**src/rtl/image_crc32_trailer_appender_top_macros.svh**
```systemverilog
// ----------------------------------------------------------------------------
// image crc32 trailer appender assertion macros
// concurrent assertion wrappers, empty when synthesizing
// ----------------------------------------------------------------------------
`ifndef IMAGE_CRC32_TRAILER_APPENDER_TOP_MACROS_SVH
`define IMAGE_CRC32_TRAILER_APPENDER_TOP_MACROS_SVH

`ifndef SYNTHESIS
`define ICTA_ASSERT(lbl, clk, rst_n, prop, msg) \
  lbl: assert property (@(posedge clk) disable iff (!rst_n) prop) else $error(msg);
`define ICTA_ASSERT_ALWAYS(lbl, clk, prop, msg) \
  lbl: assert property (@(posedge clk) prop) else $error(msg);
`else
`define ICTA_ASSERT(lbl, clk, rst_n, prop, msg)
`define ICTA_ASSERT_ALWAYS(lbl, clk, prop, msg)
`endif

`endif

```
**src/rtl/icta_pkg.sv**
```systemverilog
// ----------------------------------------------------------------------------
// icta_pkg
// types, constants and the crc byte step of the image crc32 trailer appender
// ----------------------------------------------------------------------------
package icta_pkg;

  localparam logic [31:0] CrcPoly    = 32'hEDB88320;
  localparam logic [31:0] CrcInit    = 32'hFFFFFFFF;
  localparam logic [31:0] OuterReset = 32'h5A5A5A5A;
  localparam logic [31:0] InnerReset = 32'h51709394;

  localparam int unsigned TrailerBytes = 24;
  localparam int unsigned TrlIdxW      = $clog2(TrailerBytes);
  localparam logic [TrlIdxW-1:0] TrlIdxLast = TrlIdxW'(TrailerBytes - 1);

  // trailer word positions
  localparam logic [2:0] WordOuterHead = 3'd0;
  localparam logic [2:0] WordInnerHead = 3'd1;
  localparam logic [2:0] WordLength    = 3'd2;
  localparam logic [2:0] WordCrc       = 3'd3;
  localparam logic [2:0] WordInnerTail = 3'd4;
  localparam logic [2:0] WordOuterTail = 3'd5;

  // configuration register indexes
  localparam int unsigned CfgIdxW = 2;
  localparam logic [CfgIdxW-1:0] CfgOuterMarker = 2'd0;
  localparam logic [CfgIdxW-1:0] CfgInnerMarker = 2'd1;

  // request actions
  localparam logic ActData   = 1'b0;
  localparam logic ActFinish = 1'b1;

  typedef struct packed {
    logic       action;
    logic [7:0] data_byte;
  } icta_req_t;

  typedef struct packed {
    logic [7:0] out_byte;
    logic       is_trailer;
    logic       last;
  } icta_rsp_t;

  function automatic logic [31:0] crc_fold_byte(input logic [31:0] crc,
                                                input logic [7:0]  b);
    logic [31:0] c;
    c = crc ^ {24'h0, b};
    for (int k = 0; k < 8; k++) begin
      if (c[0]) begin
        c = (c >> 1) ^ CrcPoly;
      end else begin
        c = c >> 1;
      end
    end
    return c;
  endfunction

endpackage

```
**src/rtl/image_crc32_trailer_appender_top.sv**
```systemverilog
// output: a data request shows on the output in the cycle after it is taken
// throughput: one data byte per cycle while the output is not stalled; a finish request
//   emits 24 trailer bytes, counted by the trailer byte counter, and blocks input meanwhile
// reset: rst_ni clears crc to all ones, count to zero, markers to defaults,
//   and empties the output register
// ----------------------------------------------------------------------------
// image_crc32_trailer_appender_top
// passes image bytes through, folds them into a crc-32, appends a trailer
// ----------------------------------------------------------------------------
`include "image_crc32_trailer_appender_top_macros.svh"

module image_crc32_trailer_appender_top
  import icta_pkg::*;
(
  input  logic               clk_i,
  input  logic               rst_ni,
  input  logic               in_valid_i,
  output logic               in_ready_o,
  input  icta_req_t          in_req_i,
  output logic               out_valid_o,
  input  logic               out_ready_i,
  output icta_rsp_t          out_rsp_o,
  input  logic               cfg_we_i,
  input  logic [CfgIdxW-1:0] cfg_idx_i,
  input  logic [31:0]        cfg_wdata_i
);

  logic [31:0]        outer_q, inner_q;
  logic [31:0]        crc_q, crc_d;
  logic [31:0]        count_q, count_d;
  logic [31:0]        len_q, len_d;
  logic [31:0]        fcrc_q, fcrc_d;
  logic               trl_active_q, trl_active_d;
  logic [TrlIdxW-1:0] trl_idx_q, trl_idx_d;
  logic               out_valid_q, out_valid_d;
  icta_rsp_t          out_rsp_q, out_rsp_d;

  logic               out_free;
  logic               in_fire;
  logic [31:0]        word_sel;
  logic [7:0]         trl_byte;

  assign out_free   = !out_valid_q || out_ready_i;
  assign in_ready_o = !trl_active_q && out_free;
  assign in_fire    = in_valid_i && in_ready_o;

  // config registers
  always_ff @(posedge clk_i or negedge rst_ni) begin
    if (!rst_ni) begin
      outer_q <= OuterReset;
      inner_q <= InnerReset;
    end else if (cfg_we_i) begin
      unique case (cfg_idx_i)
        CfgOuterMarker: outer_q <= cfg_wdata_i;
        CfgInnerMarker: inner_q <= cfg_wdata_i;
        default: ;
      endcase
    end
  end

  // trailer byte select, live index or index zero at finish
  logic [TrlIdxW-1:0] sel_idx;
  assign sel_idx = trl_active_q ? trl_idx_q : '0;

  always_comb begin
    unique case (sel_idx[TrlIdxW-1:2]) inside
      WordOuterHead, WordOuterTail: word_sel = outer_q;
      WordInnerHead, WordInnerTail: word_sel = inner_q;
      WordLength:                   word_sel = len_q;
      WordCrc:                      word_sel = fcrc_q;
      default:                      word_sel = outer_q;
    endcase
  end

  assign trl_byte = 8'(word_sel >> {sel_idx[1:0], 3'b000});

  always_comb begin
    crc_d        = crc_q;
    count_d      = count_q;
    len_d        = len_q;
    fcrc_d       = fcrc_q;
    trl_active_d = trl_active_q;
    trl_idx_d    = trl_idx_q;
    out_valid_d  = out_valid_q && !out_ready_i;
    out_rsp_d    = out_rsp_q;

    if (in_fire) begin
      out_valid_d = 1'b1;
      if (in_req_i.action == ActData) begin
        crc_d     = crc_fold_byte(crc_q, in_req_i.data_byte);
        count_d   = count_q + 32'd1;
        out_rsp_d = '{out_byte: in_req_i.data_byte, is_trailer: 1'b0, last: 1'b0};
      end else begin
        len_d        = count_q;
        fcrc_d       = ~crc_q;
        crc_d        = CrcInit;
        count_d      = '0;
        trl_active_d = 1'b1;
        trl_idx_d    = TrlIdxW'(1);
        out_rsp_d    = '{out_byte: outer_q[7:0], is_trailer: 1'b1, last: 1'b0};
      end
    end else if (trl_active_q && out_free) begin
      out_valid_d = 1'b1;
      out_rsp_d   = '{out_byte: trl_byte, is_trailer: 1'b1,
                      last: (trl_idx_q == TrlIdxLast)};
      if (trl_idx_q == TrlIdxLast) begin
        trl_active_d = 1'b0;
        trl_idx_d    = '0;
      end else begin
        trl_idx_d    = trl_idx_q + TrlIdxW'(1);
      end
    end
  end

  always_ff @(posedge clk_i or negedge rst_ni) begin
    if (!rst_ni) begin
      crc_q        <= CrcInit;
      count_q      <= '0;
      trl_active_q <= 1'b0;
      trl_idx_q    <= '0;
      out_valid_q  <= 1'b0;
    end else begin
      crc_q        <= crc_d;
      count_q      <= count_d;
      trl_active_q <= trl_active_d;
      trl_idx_q    <= trl_idx_d;
      out_valid_q  <= out_valid_d;
    end
  end

  always_ff @(posedge clk_i) begin
    len_q     <= len_d;
    fcrc_q    <= fcrc_d;
    out_rsp_q <= out_rsp_d;
  end

  assign out_valid_o = out_valid_q;
  assign out_rsp_o   = out_rsp_q;

  `ICTA_ASSERT(a_no_input_in_trailer, clk_i, rst_ni, trl_active_q |-> !in_ready_o, "input taken during trailer")
  `ICTA_ASSERT_ALWAYS(a_last_is_trailer, clk_i, (out_valid_o && out_rsp_o.last) |-> out_rsp_o.is_trailer, "last outside trailer")
  `ICTA_ASSERT(a_finish_restarts, clk_i, rst_ni, (in_fire && in_req_i.action == ActFinish) |=> (trl_active_q && crc_q == CrcInit && count_q == 32'd0), "finish did not restart crc")
  `ICTA_ASSERT(a_last_ends_trailer, clk_i, rst_ni, (out_valid_o && out_rsp_o.last) |-> !trl_active_q, "trailer still active at last byte")

endmodule
```
**config.mk**
```make
export PLATFORM = sky130hd
export DESIGN_NAME = image_crc32_trailer_appender_top
export DESIGN_NICKNAME = d
export VERILOG_FILES = /design/src/rtl/icta_pkg.sv /design/src/rtl/image_crc32_trailer_appender_top.sv
export VERILOG_INCLUDE_DIRS = /design/src /design/src/rtl
export SDC_FILE = /design/constraint.sdc
export NUM_CORES = 1
export LEC_CHECK = 0
export ABC_CLOCK_PERIOD_IN_PS = 4100
export BUFFER_PORTS_ARGS = -buffer_cell sky130_fd_sc_hd__buf_2
export CAP_MARGIN = 20
export CORE_MARGIN = 4
export CORE_UTILIZATION = 30
export CTS_BUF_LIST = sky130_fd_sc_hd__clkbuf_4 sky130_fd_sc_hd__clkbuf_8
export DETAILED_ROUTE_END_ITERATION = 6
export SLEW_MARGIN = 25
export SYNTH_ARGS = -nofsm -noshare
export SYNTH_HDL_FRONTEND = slang
export SYNTH_SLANG_ARGS = --single-unit
export TNS_END_PERCENT = 1
```
**constraint.sdc**
```tcl
create_clock -name clk_i -period 4.1 [get_ports clk_i]
set_input_delay 0.41 -clock clk_i [delete_from_list [all_inputs] [get_ports clk_i]]
set_output_delay 0.41 -clock clk_i [all_outputs]
set_load 0.01 [all_outputs]
```
==> metrics.cfg, run 1 <==
[status]
status = finished, violations left
violations = hold timing

[grt]
grt_overflow = 0
grt_pass1_wl_um = 39800
antenna_found_initial = 0
grtUsageTotal_pct = 14.0
grt_pass1_vias = 6627
grt_max_degree = 114

[pwr]
peakVddDrop_uv = 242
p_leak_uw = 0.00447
p_per_area_nw_per_um2 = 698

[setup_path]
r2r.worst_path.cells = 6
crit_required_ns = 4.28
ff2ff_setup_slack_ns = 1.30
worst_setup_path_start_kind = flip-flop
cp_max_fo = 72
r2r_end = len_q[30]$_DFFE_PP_
end_kind = flip-flop
r2r-start = trl_active_q$_DFFE_PN0P_
crit_type = reg2reg
cp.arrival_ns = 2.98

[place]
gp_congestion = 0.835
dpl.hpwl_um = 17900
port_buffers = 59

[finish]
layout.nets = 918
final_cell_mix = 83 x xnor2_1, 74 x edfxtp_1, 73 x dfrtp_1
areaGrowthSynthToFinish_pct = 15.7
layout-drive-gt1-share_pct = 30.1
final_common_cell = xnor2_1
antenna_cells = 0

[clock_network]
cts_made_buffers = 38
cts_setup_buffers = 0
ctsRootBufferMaster = clkbuf_8
post_cts_resized = 0
cts_tree = built
cts_max_path_buffers = 3
clkLatencyLatePin_ns = 0.53
numClockSinks = 209
path_clk_slew_ns = 0.06
hold_buffers = 0
cts.htree.levels = 2

[die]
start_util_pct = 30.4
die_height_um = 190
fp.coreArea_um2 = 32600
row_count = 66
dieArea_um2 = 36100
ios = 60
die_w_um = 190

[logic_synthesis]
yosysSeqAreaShare_pct = 57.2
synthTopCellsByArea = edfxtp_1 22%, dfrtp_1 19%, dfstp_2 16%
ys_async_sr_fraction_pct = 64.6
syn-num-nets = 857
synth_edf_count = 74
synth_warnings = 0
synth_top_cell_by_area = edfxtp_1
syn_avg_cell_area_um2 = 12.3
synthesis.area_um2 = 9930
synth_flop_cell = edfxtp_1
yosysTopAreaCellShare_pct = 22.4
yosysUniqueCellTypes = 43
ys_ff_latch = 209
syn_inst = 807

[run]
maxCapViolCount = 0

[min_path]
hold_path_class = in2async

[sta]
final_min_period_over_clock_period_pct = 68.3
hold_viol = 3
clock_skew_ns = 0.0266
tns_ns = 0
slew_headroom_pct = 32.3
setup_violations = 0
clock.fmax_mhz = 357
maxSlewViolCount = 0
tightestPinTransition_ns = 1.01
fin_crit_ns = 2.80
hold_ws_ns = -0.0180
rsz0062_at_grt = no

[detailed_routing]
avgViaCountPerCell = 4.99
drcViolationCount = 0
initialDrtViolationCount = 611
ant_nets = 0
wirelength_um = 25500
first_pass_iters = 6
post_drt_wl_per_cell_um = 19.0
vias = 6683

worst max-delay path, cell delays in order (launching register included):
cell,delay (ns)
dfrtp_1,0.53
buf_4,0.29
inv_1,0.15
and3_1,0.52
nand2_1,0.20
clkinv_2,0.33
buf_12,0.36
cell type report:
| cell class | count | area [µm²] |
|---|---|---|
| flip-flops and latches | 209 | 5680 |
| repair buffers | 74 | 429 |
| fillers | 3185 | 21100 |
| clock buffers | 58 | 711 |
| well taps | 442 | 553 |
| clock inverters | 12 | 51.3 |
| inverters | 44 | 166 |
| multi-input cells | 501 | 3900 |
registers in the layout, indices dropped and copies added (netlist names):
register	cells
count_q	32
crc_q	32
fcrc_q	32
inner_q	32
len_q	32
out_rsp_o	10
out_valid_o	1
outer_q	32
trl_active_q	1
trl_idx_q	5
through the flow:
step                      total power [µW]  cell area (µm²)  setup WS (ns)  util (%)  cells
after floorplan                       5260             9930          0.578         -    807
after global placement                6080            10700           1.36      32.9   1270
after detailed placement              6100            10700           1.31      32.9   1270
after CTS                             8090            11500           1.28      35.2   1340
after global routing                  8520            11500           1.07      35.2   1340
final                                 8020            11500           1.30      35.2   1340
synth_stat cells (4+ instances only):
cell type,n
nor4_1,14
a31oi_1,4
dfstp_2,61
nor2_1,37
a22oi_1,28
a221oi_1,24
a32o_1,24
dfrtp_1,74
nor3_1,7
a21oi_1,11
edfxtp_1,74
xor2_1,6
mux2_2,65
clkbuf_1,46
xnor2_1,83
nand2_1,31
nand4_1,7
buf_2,4
mux2i_1,40
nand3_1,11
or3_1,17
o221ai_1,8
a221o_1,8
inv_1,43
o21ai_0,50
per-layer routing:
layer  track usage (%)  part of all wire [%]  vias up
met5                 0                     0        -
met4              3.51                   1.8        0
met3              2.66                   5.4       47
li1                  -                     -     3105
met2              23.1                    49      200
met1              19.1                    44     3331
kinds of logic (layout without fill, tap and decap cells):
kind of cell / Yosys count / after routing / synth area share (%)
multiplexers: 105 / 105 / 11.4
buffers and inverters: 97 / 188 / 3.72
flip-flops: 209 / 209 / 57.2
AND/OR/NAND/NOR: 142 / 142 / 7.28
adder cells (fa/ha/maj): 2 / 2 / 0.252
XOR/XNOR: 92 / 92 / 8.47
AO/OA/AOI/OAI: 160 / 160 / 11.7
power breakdown:
group	switching (µW)	leakage (µW)	internal [µW]
clock network	838	0.000411	1100
logic	1710	0.00182	1360
registers	284	0.00224	2730
how the worst max path moves through the flow:
stage                                   startpoint                  end  slack (ns)  depth (start not counted)
after global routing      trl_active_q$_DFFE_PN0P_  len_q[20]$_DFFE_PP_        1.07                          6
after floorplan           trl_active_q$_DFFE_PN0P_  fcrc_q[0]$_DFFE_PP_        0.58                          7
final                     trl_active_q$_DFFE_PN0P_  len_q[30]$_DFFE_PP_        1.30                          6
after detailed placement  trl_active_q$_DFFE_PN0P_  len_q[21]$_DFFE_PP_        1.31                          6
after global placement    trl_active_q$_DFFE_PN0P_  len_q[21]$_DFFE_PP_        1.36                          6
after CTS                 trl_active_q$_DFFE_PN0P_  len_q[18]$_DFFE_PP_        1.28                          6
Note: power is estimated with default switching activity, not from simulation.
==> inputs of run 2 (changes only) <==
--- a/config.mk
+++ b/config.mk
@@ -6,7 +6,7 @@
 export SDC_FILE = /design/constraint.sdc
 export NUM_CORES = 1
 export LEC_CHECK = 0
-export ABC_CLOCK_PERIOD_IN_PS = 4100
+export ABC_CLOCK_PERIOD_IN_PS = 2600
 export BUFFER_PORTS_ARGS = -buffer_cell sky130_fd_sc_hd__buf_2
 export CAP_MARGIN = 20
 export CORE_MARGIN = 4
==> constraint.sdc (replaced) <==
create_clock -name clk_i -period 2.6 [get_ports clk_i]
set_input_delay 0.26 -clock clk_i [delete_from_list [all_inputs] [get_ports clk_i]]
set_output_delay 0.26 -clock clk_i [all_outputs]
set_load 0.01 [all_outputs]
==> run 2 against run 1 <==
Compared with the run above: the run now ends clean; critical path depth is 1 higher; register-to-register slack worse by 1.1 ns; worst hold slack better by 0.038 ns; combinational power is 62% higher; non-clock buffer count is 46 higher; cell area is 4.2% higher; core utilization is 1.5 points higher; cell count is 3.4% higher; global-route usage is 0.33 points higher; count of clock-buffer cells in the layout is 10 higher; largest power group unchanged.
==> metrics.cfg, run 2 (same netlist as run 1, synthesis figures left out) <==
[finish]
finalInstanceArea_um2 = 12000
layout-drive-gt1-share_pct = 30.8
areaGrowthSynthToFinish_pct = 20.6
final_core_util_pct = 36.7
final_common_cell = xnor2_1
final_cell_mix = 83 x xnor2_1, 74 x edfxtp_1, 73 x dfrtp_1
antenna_cells = 0
fillers = 3152
layout.nets = 964
stdcell_count = 1385

[grt]
grtUsageTotal_pct = 14.3
grt_pass1_vias = 6850
antenna_found_initial = 0
grt_overflow = 0
grt_pass1_wl_um = 40700
grt_max_degree = 56

[detailed_routing]
vias = 6823
first_pass_iters = 5
initialDrtViolationCount = 566
wirelength_um = 26100
avgViaCountPerCell = 4.93
ant_nets = 0
post_drt_wl_per_cell_um = 18.9
drcViolationCount = 0

[clock_network]
cts.htree.levels = 2
post_cts_resized = 0
clkLatencyLatePin_ns = 0.52
cts_tree = built
numClockSinks = 209
ctsRootBufferMaster = clkbuf_8
cts_setup_buffers = 0
cts_max_path_buffers = 3
path_clk_slew_ns = 0.06
cts_made_buffers = 38

[setup_path]
cpPeakStageDelay_ns = 0.41
cp_max_fo = 23
cpMostUsedCell = buf_4
cp_slowest_cell = dfrtp_2
crit_required_ns = 2.85
cp.arrival_ns = 2.64
ff2ff_setup_slack_ns = 0.21
crit_cells = 7
r2r-start = trl_idx_q[2]$_DFFE_PN0P_
crit_buf_inv = 2
critPathCapture = out_rsp_o[4]$_DFFE_PP_
worstPathCellList = buf_4, buf_4, mux2i_1, o21ai_0, a221oi_1, or3_1, o221ai_1
r2r_end = out_rsp_o[4]$_DFFE_PP_
worst_setup_path_start_kind = flip-flop
critPathTopFamily = buffers and inverters
r2r.worst_path.cells = 7
cp-startpoint = trl_idx_q[2]$_DFFE_PN0P_
crit_type = reg2reg
end_kind = flip-flop

[sta]
tightestPinTransition_ns = 0.758
fin_crit_ns = 2.39
clock_skew_ns = 0.0237
hold_viol = 0
clock.fmax_mhz = 418
maxSlewViolCount = 0
final_min_period_over_clock_period_pct = 91.9
setup_violations = 0
tns_ns = 0
slew_headroom_pct = 49.1
rsz0062_at_grt = no
hold_ws_ns = 0.0197

[pwr]
p_per_area_nw_per_um2 = 1070
peakVddDrop_uv = 515
p_leak_uw = 0.00470

[place]
gp_congestion = 0.883
port_buffers = 59
dpl.cell_count = 1284
dpl.hpwl_um = 18500
dpl-instance-area_um2 = 10900

[die]
dieArea_um2 = 36100
die_w_um = 190
start_util_pct = 30.4
fp.coreArea_um2 = 32600
ios = 60
die_height_um = 190
row_count = 66

[min_path]
hold_path_class = in2reg

[run]
maxCapViolCount = 0

[status]
status = complete, no violations

-- run 2: changes by cell type in the layout (fill, tap and decap cells not counted) --
cell           before  now
clkinv_1            8    1
dlygate4sd3_1       0   32
xor2_4              0    1
buf_4              14   26
buf_12              1    3
clkbuf_4           14   24
buf_6               0    1
clkbuf_8           45   44
xor2_2              1    0
clkinv_2            6    2
-- run 2: cell type report --
type                    count  area, µm²  area share [%]
clock buffers              68        786            6.56
clock inverters             1       5.00          0.0418
inverters                  44        166            1.39
multi-input cells         501       3910            32.7
flip-flops and latches    209       5680            47.4
well taps                 442        553            4.62
repair buffers            120        877            7.32
-- run 2: timing repair --
action                                  CTS  global route
hold buffers                             31             1
hold endpoints to repair                 97             1
endpoints found under the setup margin    0             0
-- run 2: how the worst min path moves through the flow --
| stage | endpoint | start | depth (start not counted) |
|---|---|---|---|
| after floorplan | count_q[0]$_DFFE_PN0N_ | rst_ni | 0 |
| after global placement | count_q[9]$_DFFE_PN0N_ | rst_ni | 1 |
| after detailed placement | count_q[6]$_DFFE_PN0N_ | rst_ni | 1 |
| after CTS | inner_q[24]$_DFFE_PN1P_ | cfg_wdata_i[24] | 2 |
| after global routing | inner_q[24]$_DFFE_PN1P_ | cfg_wdata_i[24] | 2 |
| final | inner_q[24]$_DFFE_PN1P_ | cfg_wdata_i[24] | 2 |
-- run 2: worst reg2reg max path, stage by stage (launching register included) --
cell and delay [ns]:
dfrtp_2 0.41, buf_4 0.36, buf_4 0.40, mux2i_1 0.27, o21ai_0 0.15, a221oi_1 0.23, or3_1 0.19, o221ai_1 0.12
-- run 2: report_power, final --
| group | switching (µW) | total (µW) | internal (µW) |
|---|---|---|---|
| combinational | 2720 | 4960 | 2250 |
| clock | 1310 | 3180 | 1880 |
| sequential | 416 | 4720 | 4310 |
-- run 2: per-stage QoR --
step / setup WS (ns) / total power [µW]
2_1_floorplan: 0.141 / 8300
3_3_place_gp: 0.220 / 9610
3_5_place_dp: 0.0909 / 9670
4_1_cts: 0.0862 / 12900
5_1_grt: 0.104 / 13700
6_report: 0.209 / 12900
-- run 2: per-layer routing --
metal / up-vias / part of all wire [%] / global-route usage [%]
met5: - / 0 / 0
li1: 3188 / - / -
met4: 0 / 2.6 / 4.45
met2: 237 / 47 / 22.6
met3: 42 / 4.8 / 2.50
met1: 3356 / 45 / 20.3
==> inputs of run 3 (changes only) <==
--- a/config.mk
+++ b/config.mk
@@ -13,6 +13,7 @@
 export CORE_UTILIZATION = 30
 export CTS_BUF_LIST = sky130_fd_sc_hd__clkbuf_4 sky130_fd_sc_hd__clkbuf_8
 export DETAILED_ROUTE_END_ITERATION = 6
+export SETUP_SLACK_MARGIN = 0.5
 export SLEW_MARGIN = 25
 export SYNTH_ARGS = -nofsm -noshare
 export SYNTH_HDL_FRONTEND = slang
==> run 3 against run 2 <==
Compared with the run above: non-clock buffer count rose by 3; clock power up 6.6%; worst hold slack improved by 0.051 ns; sequential share of layout area is 0.53 points lower; global-route usage up 0.18 points; wire length is 2.0% higher; fmax rose by 11%; critical path type unchanged.
==> metrics.cfg, run 3 (same netlist as run 1, synthesis figures left out) <==
[finish]
layout-drive-gt1-share_pct = 31.9
final_cell_mix = 81 x xnor2_1, 74 x edfxtp_1, 70 x dfrtp_1
antenna_cells = 0
final_core_util_pct = 37.2
areaGrowthSynthToFinish_pct = 22.0
layout.nets = 968
final_common_cell = xnor2_1

[sta]
slew_headroom_pct = 42.1
tightestPinTransition_ns = 0.869
fin_crit_ns = 2.15
clock_skew_ns = 0.0217
setup_violations = 0
setup_ws_ns = 0.450
hold_viol = 0
tns_ns = 0
final_min_period_over_clock_period_pct = 82.7
rsz0062_at_grt = yes
clock.fmax_mhz = 465
maxSlewViolCount = 0

[detailed_routing]
vias = 6932
initialDrtViolationCount = 485
first_pass_iters = 5
drcViolationCount = 0
avgViaCountPerCell = 4.99
wirelength_um = 26600
ant_nets = 0
post_drt_wl_per_cell_um = 19.2

[setup_path]
worst_setup_path_start_kind = flip-flop
cp_max_fo = 24
end_kind = flip-flop
crit_required_ns = 2.85
cp.arrival_ns = 2.40
crit_type = reg2reg

[grt]
grt_pass1_vias = 6980
grt_max_degree = 83
grtUsageTotal_pct = 14.5
grt_pass1_wl_um = 41300
antenna_found_initial = 0
grt_overflow = 0

[die]
dieArea_um2 = 36100
ios = 60
die_w_um = 190
fp.coreArea_um2 = 32600
die_height_um = 190
start_util_pct = 30.4
row_count = 66

[status]
status = complete, no violations

[place]
gp_congestion = 0.839
port_buffers = 59
pre_cts_slack_ns = 0.389
dpl.hpwl_um = 18500

[pwr]
p_per_area_nw_per_um2 = 1090
peakVddDrop_uv = 516
p_leak_uw = 0.00476
total_power_uw = 13200

[clock_network]
numClockSinks = 209
cts_made_buffers = 39
cts_max_path_buffers = 3
cts_setup_buffers = 0
cts.htree.levels = 2
ctsRootBufferMaster = clkbuf_8
clkLatencyLatePin_ns = 0.52
path_clk_slew_ns = 0.06
cts_tree = built

[min_path]
hold_path_class = in2reg

[run]
maxCapViolCount = 0

[run 3: cell type report]
class,instances,area [µm²]
timing repair buffer,123,918
clock inverter,6,52.6
tap,442,553
fill,3120,20500
clock buffer,65,807
inverter,44,166
multi-input combinational,501,3940
sequential,209,5680
[run 3: metrics by stage]
stage,instances,instance area (µm²),hold slack (ns)
after floorplan,807,9930,-0.0356
after global placement,1286,10900,0.395
after detailed placement,1286,10900,0.401
after CTS,1390,12100,0.0214
after global routing,1390,12100,0.0421
final,1390,12100,0.0710
[run 3: critical path, cell delays in order, from the launching register on]
cell,delay (ns)
dfrtp_1,0.47
xor2_2,0.18
buf_4,0.23
and2_2,0.30
a221oi_1,0.35
or3_1,0.21
o221ai_1,0.13
[run 3: worst paths after layout]
check	endpoint	slack, ns	cells past startpoint	start
worst min-delay path	out_valid_o$_DFF_PN0_	0.07	2	in_valid_i
max in group asynchronous	crc_q[30]$_DFFE_PN1N_	1.37	3	rst_ni
worst max register to register	out_rsp_o[4]$_DFFE_PP_	0.45	6	trl_idx_q[4]$_DFFE_PN0P_
worst max-delay path	out_rsp_o[4]$_DFFE_PP_	0.45	6	trl_idx_q[4]$_DFFE_PN0P_
min in group asynchronous	inner_q[6]$_DFFE_PN0P_	0.35	2	rst_ni
worst min register to register	len_q[18]$_DFFE_PP_	0.49	0	count_q[18]$_DFFE_PN0N_
[run 3: report_power, final]
part | internal (µW) | total, µW | switching, µW
Clock | 2050 | 3390 | 1340
Combinational | 2290 | 5140 | 2850
Sequential | 4310 | 4700 | 393
[run 3: timing repair]
item / in CTS / in global routing
hold endpoints to repair: 109 / 0
resized for setup: 2 / 9
setup endpoints to repair: 13 / 30
hold buffers: 33 / 0
pin swaps: 0 / 0
[run 3: per-layer routing]
metal  part of all wire [%]  track usage (%)  wire length [µm]  vias to the layer above
met1                     45             20.5             12100                     3453
met5                      0                0                 0                        -
met4                    2.2             3.87               598                        0
li1                       -                -                 -                     3201
met2                     47             23.1             12500                      231
met3                    5.5             2.68              1470                       47
